File: src/hw/rtl/bfa_pkg.sv
package bfa_pkg;

    localparam int FRAME_COUNT = 256;
    localparam int WORD_BITS   = 32;
    localparam int BIT_W       = 5;
    localparam int FRAME_SHIFT = 10;
    localparam int MAX_REQUEST = 64;
    localparam int ADDR_W      = 18;
    localparam int COUNT_W     = 8;
    localparam int TOTAL_W     = 9;
    localparam int REG_W       = 9;
    localparam int REQ_W       = 7;
    localparam int FNUM_W      = ADDR_W - FRAME_SHIFT;

    localparam logic [REG_W-1:0] RESET_FRAMES = 9'd256;

    localparam logic OP_ALLOC = 1'b0;
    localparam logic OP_FREE  = 1'b1;

    localparam logic [1:0] STATUS_OK    = 2'd0;
    localparam logic [1:0] STATUS_SHORT = 2'd1;
    localparam logic [1:0] STATUS_BAD   = 2'd2;

    typedef struct packed {
        logic              opcode;
        logic [REQ_W-1:0]  request_count;
        logic [ADDR_W-1:0] free_address;
    } t_bfa_request;

    typedef struct packed {
        logic [1:0]         status;
        logic [ADDR_W-1:0]  frame_address;
        logic [COUNT_W-1:0] free_count;
        logic               last;
    } t_bfa_result;

    typedef enum logic [2:0] {
        KIND_ALLOC,
        KIND_FREE,
        KIND_SHORT,
        KIND_BAD,
        KIND_NOP
    } t_bfa_kind;

    typedef struct packed {
        t_bfa_kind         kind;
        logic [REQ_W-1:0]  count;
        logic [FNUM_W-1:0] frame;
    } t_bfa_cmd;

    typedef struct packed {
        logic             init;
        logic [REG_W-1:0] managed;
    } t_bfa_cfg;

    typedef enum logic [1:0] {
        ST_IDLE,
        ST_READ,
        ST_CHECK
    } t_bfa_state;

    function automatic logic [REG_W-1:0] clamp_frames(input logic [REG_W-1:0] value,
                                                      input int frame_count);
        int n;
        n = int'(value);
        if (n < 2) n = 2;
        if (n > frame_count) n = frame_count;
        return REG_W'(n);
    endfunction

endpackage

File: src/hw/rtl/bfa_front.sv
module bfa_front (
    input  logic                  i_clk,
    input  logic                  i_rst_n,
    input  logic                  start,
    input  bfa_pkg::t_bfa_request i_request,
    output logic                  busy,
    input  bfa_pkg::t_bfa_cfg     i_cfg,
    input  logic                  i_pop,
    output logic                  o_empty,
    output bfa_pkg::t_bfa_cmd     o_head
);

    bfa_pkg::t_bfa_cmd r_q [2];
    logic              r_wp;
    logic              r_rp;
    logic [1:0]        r_cnt;
    logic              n_wp;
    logic              n_rp;
    logic [1:0]        n_cnt;

    bfa_pkg::t_bfa_cmd          cmd;
    logic [bfa_pkg::FNUM_W-1:0] fnum;
    logic                       push;

    assign busy    = (r_cnt == 2'd2);
    assign o_empty = (r_cnt == 2'd0);
    assign o_head  = r_q[r_rp];
    assign push    = start && !busy;
    assign fnum    = i_request.free_address[bfa_pkg::ADDR_W-1:bfa_pkg::FRAME_SHIFT];

    // sort the request before it is queued
    always_comb begin
        cmd.count = i_request.request_count;
        cmd.frame = fnum;
        if (i_request.opcode == bfa_pkg::OP_ALLOC) begin
            if (i_request.request_count > bfa_pkg::REQ_W'(bfa_pkg::MAX_REQUEST)) begin
                cmd.kind = bfa_pkg::KIND_SHORT;
            end else if (i_request.request_count == '0) begin
                cmd.kind = bfa_pkg::KIND_NOP;
            end else begin
                cmd.kind = bfa_pkg::KIND_ALLOC;
            end
        end else begin
            if (fnum == '0 || {1'b0, fnum} >= i_cfg.managed) begin
                cmd.kind = bfa_pkg::KIND_BAD;
            end else begin
                cmd.kind = bfa_pkg::KIND_FREE;
            end
        end
    end

    always_comb begin
        n_wp  = r_wp;
        n_rp  = r_rp;
        n_cnt = r_cnt;
        if (push) begin
            n_wp = ~r_wp;
        end
        if (i_pop) begin
            n_rp = ~r_rp;
        end
        if (push && !i_pop) begin
            n_cnt = r_cnt + 2'd1;
        end else if (!push && i_pop) begin
            n_cnt = r_cnt - 2'd1;
        end
    end

    always_ff @(posedge i_clk) begin
        if (!i_rst_n) begin
            r_wp  <= 1'b0;
            r_rp  <= 1'b0;
            r_cnt <= 2'd0;
        end else begin
            r_wp  <= n_wp;
            r_rp  <= n_rp;
            r_cnt <= n_cnt;
        end
    end

    always_ff @(posedge i_clk) begin
        if (push) begin
            r_q[r_wp] <= cmd;
        end
    end

endmodule

File: src/hw/rtl/bfa_back.sv
module bfa_back (
    input  logic                 i_clk,
    input  logic                 i_rst_n,
    input  bfa_pkg::t_bfa_cfg    i_cfg,
    input  logic                 i_empty,
    input  bfa_pkg::t_bfa_cmd    i_head,
    output logic                 o_pop,
    output logic                 o_result_strobe,
    output bfa_pkg::t_bfa_result o_result
);

    localparam int WORDS  =
        (bfa_pkg::FRAME_COUNT + bfa_pkg::WORD_BITS - 1) / bfa_pkg::WORD_BITS;
    localparam int WIDX_W = (WORDS > 1) ? $clog2(WORDS) : 1;
    localparam int FIDX_W = WIDX_W + bfa_pkg::BIT_W;
    localparam int WB     = bfa_pkg::WORD_BITS;

    localparam logic [bfa_pkg::REG_W-1:0] RESET_MANAGED =
        bfa_pkg::clamp_frames(bfa_pkg::RESET_FRAMES, bfa_pkg::FRAME_COUNT);

    logic [WB-1:0] r_mem [WORDS];
    logic [WB-1:0] r_rdata;

    bfa_pkg::t_bfa_state          r_state;
    bfa_pkg::t_bfa_state          n_state;
    logic [WORDS-1:0]             r_valid;
    logic [WIDX_W-1:0]            r_hint;
    logic [WIDX_W-1:0]            n_hint;
    logic [bfa_pkg::TOTAL_W-1:0]  r_total;
    logic [bfa_pkg::TOTAL_W-1:0]  n_total;
    logic                         r_strobe;
    logic                         n_strobe;
    bfa_pkg::t_bfa_result         r_result;
    bfa_pkg::t_bfa_result         n_result;
    logic [WIDX_W-1:0]            r_ptr;
    logic [WIDX_W-1:0]            n_ptr;
    logic [bfa_pkg::REQ_W-1:0]    r_count;
    logic [bfa_pkg::REQ_W-1:0]    n_count;
    logic [bfa_pkg::BIT_W-1:0]    r_bitpos;
    logic [bfa_pkg::BIT_W-1:0]    n_bitpos;
    logic                         r_is_free;
    logic                         n_is_free;

    logic                         rd_en;
    logic                         mem_we;
    logic [WB-1:0]                mem_wdata;
    logic [WB-1:0]                init_word;
    logic [WB-1:0]                word_cur;
    logic [bfa_pkg::BIT_W-1:0]    low_bit;
    logic [FIDX_W-1:0]            frame_idx;
    logic [31:0]                  addr_wide;
    logic [31:0]                  head_word;

    assign o_result_strobe = r_strobe;
    assign o_result        = r_result;

    // a word never written since init reads as frame zero used, managed frames free
    always_comb begin
        logic [FIDX_W-1:0] idx;
        for (int b = 0; b < WB; b++) begin
            idx          = {r_ptr, bfa_pkg::BIT_W'(b)};
            init_word[b] = (idx != '0) && (32'(idx) < 32'(i_cfg.managed));
        end
    end

    assign word_cur = r_valid[r_ptr] ? r_rdata : init_word;

    always_comb begin
        low_bit = '0;
        for (int b = WB - 1; b >= 0; b--) begin
            if (word_cur[b]) low_bit = bfa_pkg::BIT_W'(b);
        end
    end

    assign frame_idx = {r_ptr, low_bit};
    assign addr_wide = 32'(frame_idx) << bfa_pkg::FRAME_SHIFT;
    assign head_word = 32'(i_head.frame) >> bfa_pkg::BIT_W;

    always_comb begin
        n_state   = r_state;
        n_hint    = r_hint;
        n_total   = r_total;
        n_strobe  = 1'b0;
        n_result  = r_result;
        n_ptr     = r_ptr;
        n_count   = r_count;
        n_bitpos  = r_bitpos;
        n_is_free = r_is_free;
        o_pop     = 1'b0;
        rd_en     = 1'b0;
        mem_we    = 1'b0;
        mem_wdata = word_cur;

        unique case (r_state)
            bfa_pkg::ST_IDLE: begin
                if (!i_empty) begin
                    o_pop                  = 1'b1;
                    n_result.frame_address = '0;
                    n_result.free_count    = r_total[bfa_pkg::COUNT_W-1:0];
                    n_result.last          = 1'b1;
                    unique case (i_head.kind)
                        bfa_pkg::KIND_SHORT: begin
                            n_strobe        = 1'b1;
                            n_result.status = bfa_pkg::STATUS_SHORT;
                        end
                        bfa_pkg::KIND_BAD: begin
                            n_strobe        = 1'b1;
                            n_result.status = bfa_pkg::STATUS_BAD;
                        end
                        bfa_pkg::KIND_NOP: begin
                            n_strobe        = 1'b1;
                            n_result.status = bfa_pkg::STATUS_OK;
                        end
                        bfa_pkg::KIND_ALLOC: begin
                            if (bfa_pkg::TOTAL_W'(i_head.count) > r_total) begin
                                n_strobe        = 1'b1;
                                n_result.status = bfa_pkg::STATUS_SHORT;
                            end else begin
                                n_count   = i_head.count;
                                n_ptr     = r_hint;
                                n_is_free = 1'b0;
                                n_state   = bfa_pkg::ST_READ;
                            end
                        end
                        bfa_pkg::KIND_FREE: begin
                            n_ptr     = head_word[WIDX_W-1:0];
                            n_bitpos  = i_head.frame[bfa_pkg::BIT_W-1:0];
                            n_is_free = 1'b1;
                            n_state   = bfa_pkg::ST_READ;
                        end
                        default: ;
                    endcase
                end
            end
            bfa_pkg::ST_READ: begin
                rd_en   = 1'b1;
                n_state = bfa_pkg::ST_CHECK;
            end
            bfa_pkg::ST_CHECK: begin
                if (r_is_free) begin
                    mem_we    = 1'b1;
                    mem_wdata = word_cur | (WB'(1) << r_bitpos);
                    if (!word_cur[r_bitpos]) begin
                        n_total = r_total + 1'b1;
                    end
                    if (r_ptr < r_hint) begin
                        n_hint = r_ptr;
                    end
                    n_strobe               = 1'b1;
                    n_result.status        = bfa_pkg::STATUS_OK;
                    n_result.frame_address = '0;
                    n_result.free_count    = n_total[bfa_pkg::COUNT_W-1:0];
                    n_result.last          = 1'b1;
                    n_state                = bfa_pkg::ST_IDLE;
                end else if (word_cur == '0) begin
                    // all frames of this word taken, move on
                    n_ptr   = r_ptr + 1'b1;
                    n_state = bfa_pkg::ST_READ;
                end else begin
                    mem_we                 = 1'b1;
                    mem_wdata              = word_cur & ~(WB'(1) << low_bit);
                    n_total                = r_total - 1'b1;
                    n_count                = r_count - 1'b1;
                    n_hint                 = r_ptr;
                    n_strobe               = 1'b1;
                    n_result.status        = bfa_pkg::STATUS_OK;
                    n_result.frame_address = addr_wide[bfa_pkg::ADDR_W-1:0];
                    n_result.free_count    = n_total[bfa_pkg::COUNT_W-1:0];
                    n_result.last          = (r_count == bfa_pkg::REQ_W'(1));
                    n_state = (r_count == bfa_pkg::REQ_W'(1)) ? bfa_pkg::ST_IDLE
                                                               : bfa_pkg::ST_READ;
                end
            end
            default: begin
                n_state = bfa_pkg::ST_IDLE;
            end
        endcase
    end

    always_ff @(posedge i_clk) begin
        if (!i_rst_n) begin
            r_state  <= bfa_pkg::ST_IDLE;
            r_valid  <= '0;
            r_hint   <= '0;
            r_total  <= RESET_MANAGED - 1'b1;
            r_strobe <= 1'b0;
        end else if (i_cfg.init) begin
            r_state  <= bfa_pkg::ST_IDLE;
            r_valid  <= '0;
            r_hint   <= '0;
            r_total  <= i_cfg.managed - 1'b1;
            r_strobe <= 1'b0;
        end else begin
            r_state  <= n_state;
            r_hint   <= n_hint;
            r_total  <= n_total;
            r_strobe <= n_strobe;
            if (mem_we) begin
                r_valid[r_ptr] <= 1'b1;
            end
        end
    end

    always_ff @(posedge i_clk) begin
        r_result  <= n_result;
        r_ptr     <= n_ptr;
        r_count   <= n_count;
        r_bitpos  <= n_bitpos;
        r_is_free <= n_is_free;
    end

    always_ff @(posedge i_clk) begin
        if (mem_we) begin
            r_mem[r_ptr] <= mem_wdata;
        end
        if (rd_en) begin
            r_rdata <= r_mem[r_ptr];
        end
    end

endmodule

File: src/hw/rtl/bitmap_frame_allocator.sv
// First-fit page-frame allocator over a free bitmap held as 32-bit words in a
// single-port memory. A command is taken when start is high and busy is low;
// up to two commands wait in a queue, and busy is high while it is full.
// Results cannot be stalled: each appears for exactly one cycle with
// o_result_strobe high. An allocate of N frames pops the command, then for
// each frame reads a bitmap word, tests it and writes it back, giving N
// results; every fully used word skipped on the way adds another read and
// test. A free gives its one result after the same pop, read, test and write
// back, and a rejected command gives its result from the pop alone; a
// command that finds the back end still working waits in the queue first.
// The read-modify-write of one bitmap word paces each allocate and free. Writing the
// frame count register re-initializes the map in the following cycle through
// per-word written flags, with no clearing pass.
module bitmap_frame_allocator (
    input  logic                        i_clk,
    input  logic                        i_rst_n,
    input  logic                        start,
    input  bfa_pkg::t_bfa_request       i_request,
    output logic                        busy,
    input  logic                        i_cfg_we,
    input  logic [bfa_pkg::REG_W-1:0]   i_cfg_wdata,
    output logic                        o_result_strobe,
    output bfa_pkg::t_bfa_result        o_result
);

    logic [bfa_pkg::REG_W-1:0] r_managed;
    logic                      r_init;
    bfa_pkg::t_bfa_cfg         cfg;
    logic                      q_empty;
    logic                      q_pop;
    bfa_pkg::t_bfa_cmd         q_head;

    always_ff @(posedge i_clk) begin
        if (!i_rst_n) begin
            r_managed <= bfa_pkg::clamp_frames(bfa_pkg::RESET_FRAMES,
                                               bfa_pkg::FRAME_COUNT);
            r_init    <= 1'b0;
        end else begin
            r_init <= i_cfg_we;
            if (i_cfg_we) begin
                r_managed <= bfa_pkg::clamp_frames(i_cfg_wdata, bfa_pkg::FRAME_COUNT);
            end
        end
    end

    assign cfg.init    = r_init;
    assign cfg.managed = r_managed;

    bfa_front u_front (
        .i_clk     (i_clk),
        .i_rst_n   (i_rst_n),
        .start     (start),
        .i_request (i_request),
        .busy      (busy),
        .i_cfg     (cfg),
        .i_pop     (q_pop),
        .o_empty   (q_empty),
        .o_head    (q_head)
    );

    bfa_back u_back (
        .i_clk           (i_clk),
        .i_rst_n         (i_rst_n),
        .i_cfg           (cfg),
        .i_empty         (q_empty),
        .i_head          (q_head),
        .o_pop           (q_pop),
        .o_result_strobe (o_result_strobe),
        .o_result        (o_result)
    );

endmodule

File: config.mk
export PLATFORM = sky130hd
export DESIGN_NAME = bitmap_frame_allocator
export DESIGN_NICKNAME = d
export VERILOG_FILES = /design/src/hw/rtl/bfa_pkg.sv /design/src/hw/rtl/bfa_front.sv /design/src/hw/rtl/bfa_back.sv /design/src/hw/rtl/bitmap_frame_allocator.sv
export SDC_FILE = /design/constraint.sdc
export NUM_CORES = 1
export LEC_CHECK = 0
export ABC_AREA = 1
export BUFFER_PORTS_ARGS = -buffer_cell sky130_fd_sc_hd__buf_2
export CAP_MARGIN = 20
export CORE_MARGIN = 4
export CORE_UTILIZATION = 62
export DETAILED_ROUTE_END_ITERATION = 7
export PLACE_DENSITY = 0.88
export RECOVER_POWER = 50
export SYNTH_ARGS = -nofsm -noshare
export SYNTH_HDL_FRONTEND = slang
export SYNTH_SLANG_ARGS = --single-unit
export TNS_END_PERCENT = 10
File: constraint.sdc
create_clock -name i_clk -period 5.84 [get_ports i_clk]
set_input_delay 0.292 -clock i_clk [delete_from_list [all_inputs] [get_ports i_clk]]
set_output_delay 0.292 -clock i_clk [all_outputs]
set_load 0.005 [all_outputs]
==> results of run 1 <==
state kept, by name (all words and copies together), names as in the netlist, named ones only:
| name | cells |
|---|---|
| r_init | 1 |
| u_front.r_q | 36 |
| r_managed | 9 |
| u_back.r_is_free | 1 |
| u_back.r_rdata | 32 |
| u_front.r_rp | 1 |
| u_back.o_result_strobe | 1 |
| u_front.r_wp | 1 |
| u_front.r_cnt | 2 |
| u_back.r_count | 7 |
| u_back.r_hint | 3 |
| u_back.o_result | 19 |
| u_back.r_state | 2 |
| u_back.r_total | 9 |
| u_back.r_bitpos | 5 |
| u_back.r_valid | 8 |
| u_back.r_ptr | 3 |
| u_back.r_mem | 256 |
per-stage QoR:
step	power [W]	instances	cell area (um^2)	util, %
2_1_floorplan	0.00600	1556	17600	-
3_3_place_gp	0.00703	1953	18400	65.9
3_5_place_dp	0.00713	1953	18400	65.9
4_1_cts	0.00968	2042	19800	71.1
5_1_grt	0.0102	2042	19700	70.7
6_report	0.00976	2043	19700	70.7
tightest hold or removal path: stages:
cell	delay, ns
buf_2	0.11
nand2_1	0.05
o22ai_1	0.07
power groups by stage:
stage               clock network [W]  logic [W]  registers [W]
finish                        0.00253    0.00319        0.00404
global route                  0.00267    0.00345        0.00405
CTS                           0.00253    0.00313        0.00402
detailed placement                  0    0.00305        0.00408
global placement                    0    0.00296        0.00407
floorplan                           0    0.00201        0.00399
worst max path at each step:
| stage | end | slack [ns] |
|---|---|---|
| after floorplan | u_back.r_mem[2][0] | 0.46 |
| after global placement | u_back.r_mem[1][17] | 1.02 |
| after detailed placement | u_back.r_mem[2][25] | 0.96 |
| after CTS | u_back.r_mem[0][17] | 0.81 |
| after global routing | u_back.r_mem[0][6] | 0.15 |
| final | u_back.r_mem[6][26] | 0.47 |
area by class of cell:
class	instances	area, um^2
flip-flops and latches	397	11500
fillers	1821	8160
multi-input cells	923	5170
clock buffers	46	1000
inverters	179	677
repair buffers	93	541
well taps	378	473
clock inverters	26	287
diodes	1	2.50
cells by family (layout without fill, tap and decap cells):
family / Yosys count / count (layout) / synth area share, %
AOI/OAI and AO/OA: 353 / 353 / 12.8
xor gates and xnor gates: 18 / 18 / 0.896
adders and majority gates: 29 / 29 / 2.06
buffers and inverters: 236 / 344 / 5.32
DFF: 397 / 397 / 65.6
muxes: 15 / 15 / 0.932
other: 1 / 11 / 0.0213
and+or+nand+nor: 498 / 498 / 12.4
layout by cell type, fill, tap and decap left out, types with 29 or more instances in the layout:
master / instances
clkbuf_16: 39
dfxtp_1: 38
edfxtp_1: 359
a221oi_1: 39
o21ai_0: 79
inv_1: 170
nor2_1: 141
a22oi_1: 40
nand3_1: 35
nand4_1: 29
ha_1: 29
a21oi_1: 112
nand2_1: 230
clkbuf_1: 42
metal layers:
metal / vias up / wire, um / track usage (%) / part of all wire, %
met3: 147 / 5850 / 6.23 / 12
met2: 996 / 23400 / 51.2 / 47
met4: 2 / 1990 / 12.8 / 4.0
li1: 5744 / - / - / -
met5: - / 13 / 0 / 0.026
met1: 6233 / 18600 / 43.1 / 37
what timing repair did:
item | 4_1_cts | 5_1_grt
endpoints found under the hold margin | 33 | 0
hold buffers | 17 | 0
setup buffers | 0 | 0
==> results.cfg, run 1 <==
[run_status]
outcome = complete, but fails checks
violations = design-rule violations, max-capacitance violations, max-slew violations

[min_path]
whs_endpoint = r_managed[2]
whs_path_depth = 3
hold_path_class = input pin to flip-flop
holdCritStartpoint = i_cfg_wdata[2]

[die]
die_area_um2 = 31100
fp.dieH_um = 176
rows = 61
start_util_pct = 63.2
die_w_um = 176
io_pins = 70
core_region_area_um2 = 27900

[routing]
routed_wl_mm = 49.9
first_pass_iters = 8
drt_iter0_drc = 1988
ant_nets = 0
post_drt_wl_per_cell_um = 24.4
vias = 13100
viasPerCell = 6.42
drc = 6

[sta]
finalHoldViolCount = 0
fin_skew_ns = 0.0344
layout_min_cycle_time_ns = 5.37
setup_viol = 0
rsz0062_at_grt = false
maxSlewViolCount = 33
relSlewSlack_pct = -45.0
fin_ws_ns = 0.475
finalCritPeriodShare_pct = 91.9
tns_ns = 0
hold_ws_ns = 0.0344
worst_pin_slew_ns = 2.18
timing.fmax_ghz = 0.186

[synthesis]
synth-seq-cells = 397
ys_types = 56
yosys.area.top_type = edfxtp_1
avgSynthCellArea_um2 = 11.4
yosys-top-cells-count = edfxtp_1, nand2_1, inv_1, nor2_1, a21oi_1
ys_seq_area_share_pct = 65.6
synth.most_common_cell = edfxtp_1
ys_warn_count = 0
syn_area_um2 = 17600
synth_top_area_share_pct = 61.3
syn_inst = 1547
synth.top_cells.by_area = edfxtp_1, nand2_1, dfxtp_1, inv_1, a21oi_1
ys.flop_type = edfxtp_1
synth_edf_count = 359
async_flop_share_pct = 0

[global_routing]
grt_pass1_vias = 12900
grt_overflow = 0
grt_pass1_wl_mm = 75.0
grt_max_degree = 34
grtUsageTotal_pct = 31.8
antenna_found_initial = 2

[power_and_ir_drop]
swShare_pct = 37.3
seqPwrFrac_pct = 41.3
p_leak_nw = 7.08
powerDensity_nw_per_um2 = 496
clockPowerShare_pct = 25.9
p_sw_w = 0.00364
peakVddDrop_v = 0.000341
combPwrFrac_pct = 32.7
internal_power_w = 0.00612

[setup_path]
worstReg2RegStart = u_back.r_ptr[1]
crit_path_max_fanout = 33
cp.depth = 21
crit_buf_inv = 5
crit_chain = ha_1, nand2_1, nand2_1, nand2_1, o21ai_0, inv_1, nand2_4, nor2_1, inv_1, a21oi_1, a22oi_1, nand2_1, nor3_1, nand2_1, inv_1, nand2_1, nor3_2, nor2_1, inv_2, nor3_2, buf_2
crit_family = simple AND/OR/NAND/NOR gates
cp-startpoint = u_back.r_ptr[1]
cp-end-kind = flip-flop
cp-start-kind = flip-flop
r2r-end = u_back.r_mem[6][26]
r2r_cells = 21
crit_path_frequent_cell = nand2_1
r2r_slack_ns = 0.47
cp.required_ns = 6.01
criticalPathCategory = flip-flop to flip-flop
max_stage_delay_ns = 0.78
arrival_ns = 5.53
cp_slowest_cell = buf_2

[place]
dp_hpwl_mm = 32.2
io_buffer_count = 49
gp_congestion = 0.984
post-place-ws_ns = 0.961

[final_layout]
drive_above_1_share_pct = 8.29
nNetsFinal = 1701
area_growth_syn_to_layout_pct = 11.9

[clock_tree]
cts_htree_levels = 2
clkTransAtPathRegs_ns = 0.07
cts_tree = yes
post_cts_resized = 0
cts_buffers = 39
cts_sinks = 397
clock_path_buffers = 3
clk_latency_ns = 0.56
cts_root_buf = clkbuf_16

[job]
cap_violations = 2
Power figures use the tool's default switching activity.
==> inputs of run 2 (changes only) <==
- CAP_MARGIN: 20 -> unset
- CORE_UTILIZATION: 62 -> 67
- PLACE_DENSITY: 0.88 -> 0.85
- clock period: 5.84 -> 6.5 ns (I/O delays scaled with it)
==> results.cfg, run 2 (synthesis gave the netlist of run 1 again) <==
[run_status]
outcome = complete, but fails checks
violations = max-capacitance violations, max-slew violations

[power_and_ir_drop]
p_sw_w = 0.00330
powerDensity_nw_per_um2 = 450
combPwrFrac_pct = 33.4
internal_power_w = 0.00541
peakVddDrop_v = 0.000361
totalPowerFinal_w = 0.00871
clockPowerShare_pct = 24.9
seqPwrFrac_pct = 41.7
swShare_pct = 37.8
p_leak_nw = 6.97

[die]
die_area_um2 = 28900
start_util_pct = 67.9
io_pins = 70
core_region_area_um2 = 25900
fp.dieH_um = 170
die_w_um = 170
rows = 59

[final_layout]
drive_above_1_share_pct = 8.51
fillers = 1670
nNetsFinal = 1683
largestRegisters = u_back.r_mem: 256 flops, u_front.r_q: 36 flops, u_back.r_rdata: 32 flops
final_common_cell = edfxtp_1
most-common-layout-cells = edfxtp_1, nand2_1, inv_1
top_register = u_back.r_mem
antenna_cells = 0
area_growth_syn_to_layout_pct = 10.1
largest_reg_flops = 256

[setup_path]
crit_buf_inv = 5
cp-start-kind = flip-flop
r2r_slack_ns = 0.50
crit_family = simple AND/OR/NAND/NOR gates
setup.worst_path.end = u_back.r_mem[6][18]
crit_path_frequent_cell = nand2_1
r2r-end = u_back.r_mem[6][18]
cp_slowest_cell = a32oi_1
worstReg2RegStart = u_back.r_ptr[0]
r2r_cells = 18
criticalPathCategory = flip-flop to flip-flop
crit_chain = inv_1, nand2_1, nand3b_1, nand2_1, nor2_8, nand2_1, inv_1, a32oi_1, inv_1, nor2_1, nand2_1, nor2_1, nand2_1, nor3_1, clkbuf_1, nand3_1, o21ai_1, inv_1
crit_path_max_fanout = 15
cp.depth = 18
arrival_ns = 6.21
max_stage_delay_ns = 0.79
cp.required_ns = 6.71
cp-startpoint = u_back.r_ptr[0]
cp-end-kind = flip-flop

[sta]
relSlewSlack_pct = -118
fin_ws_ns = 0.504
maxSlewViolCount = 42
rsz0062_at_grt = false
tns_ns = 0
layout_min_cycle_time_ns = 6.00
timing.fmax_ghz = 0.167
finalCritPeriodShare_pct = 92.2
finalHoldViolCount = 0
fin_skew_ns = 0.0284
worst_pin_slew_ns = 3.26
setup_viol = 0

[routing]
first_pass_iters = 8
post_drt_wl_per_cell_um = 25.4
drt_iter0_drc = 1992
routed_wl_mm = 50.2
ant_nets = 0
viasPerCell = 6.64
drc = 0
vias = 13100

[clock_tree]
clock_path_buffers = 3
cts_buffers = 38
post_cts_resized = 0
cts_root_buf = clkbuf_16
cts_setup_buffers = 0
clkTransAtPathRegs_ns = 0.06
clk_latency_ns = 0.54
cts_tree = yes
cts_htree_levels = 2
cts_sinks = 397

[job]
cap_violations = 2

[place]
dp_hpwl_mm = 32.2
io_buffer_count = 49
gp_congestion = 1.00
post-place-ws_ns = 1.33

[global_routing]
grt_overflow = 0
grt_pass1_wl_mm = 74.5
grtUsageTotal_pct = 34.3
grt_pass1_vias = 12800
antenna_found_initial = 0
grt_max_degree = 34

[min_path]
holdCritStartpoint = i_request[21]
hold_path_class = input pin to flip-flop
-- run 2: changes by cell type in the layout (fill, tap and decap cells not counted), moves of 4 or more --
cell and delta:
clkinv_2 +4, clkinv_1 -4, dlygate4sd3_1 -16, buf_4 +6
-- run 2: layout make-up --
class                      instances  area (um^2)  area share, %
inverter                         179          677           3.49
sequential                       397        11500           59.6
timing repair buffer              76          385           1.99
multi-input combinational        923         5130           26.5
clock inverter                    22          189          0.975
tap                              335          419           2.16
clock buffer                      48         1030           5.32
-- run 2: power groups by stage --
stage / clock, W / sequential, W / combinational (W)
5_1_grt: 0.00229 / 0.00365 / 0.00312
4_1_cts: 0.00217 / 0.00362 / 0.00285
3_5_place_dp: 0 / 0.00368 / 0.00280
3_3_place_gp: 0 / 0.00367 / 0.00273
2_1_floorplan: 0 / 0.00358 / 0.00181
6_report: 0.00217 / 0.00363 / 0.00291
-- run 2: how the worst min path moves through the flow --
stage	endpoint	slack, ns	cells past startpoint
CTS	u_front.r_q[0][13]	0.01	1
finish	u_front.r_q[1][11]	0.07	1
detailed placement	flip-flop	0.45	1
global route	u_front.r_q[0][13]	0.07	1
global placement	u_front.r_rp	0.43	1
floorplan	r_init	0.42	2
-- run 2: stage by stage --
stage	std cells	hold slack (ns)	instance area [um^2]	utilization [%]
final	1980	0.0655	19400	74.8
after global routing	1980	0.0675	19400	74.8
after CTS	1980	0.0120	19500	75.3
after detailed placement	1909	0.447	18300	70.6
after global placement	1909	0.434	18300	70.6
after floorplan	1556	0.418	17600	-
-- run 2: worst reg2reg max path: stages (launching register included) --
cell,delay [ns]
edfxtp_1,0.77
inv_1,0.49
nand2_1,0.21
nand3b_1,0.11
nand2_1,0.20
nor2_8,0.09
nand2_1,0.30
inv_1,0.15
a32oi_1,0.79
inv_1,0.17
nor2_1,0.25
nand2_1,0.11
nor2_1,0.21
nand2_1,0.18
nor3_1,0.22
clkbuf_1,0.53
nand3_1,0.25
o21ai_1,0.39
inv_1,0.27
-- run 2: routing by layer --
layer	GRT usage (%)	wire length [um]
met1	46.0	18300
met2	55.8	23900
met3	6.95	6000
met4	13.9	2140
met5	0	0
-- run 2: what timing repair did --
action                                 in CTS  in global routing
endpoints found under the hold margin       2                  0
hold buffers                                1                  0
setup endpoints to repair                   0                  0
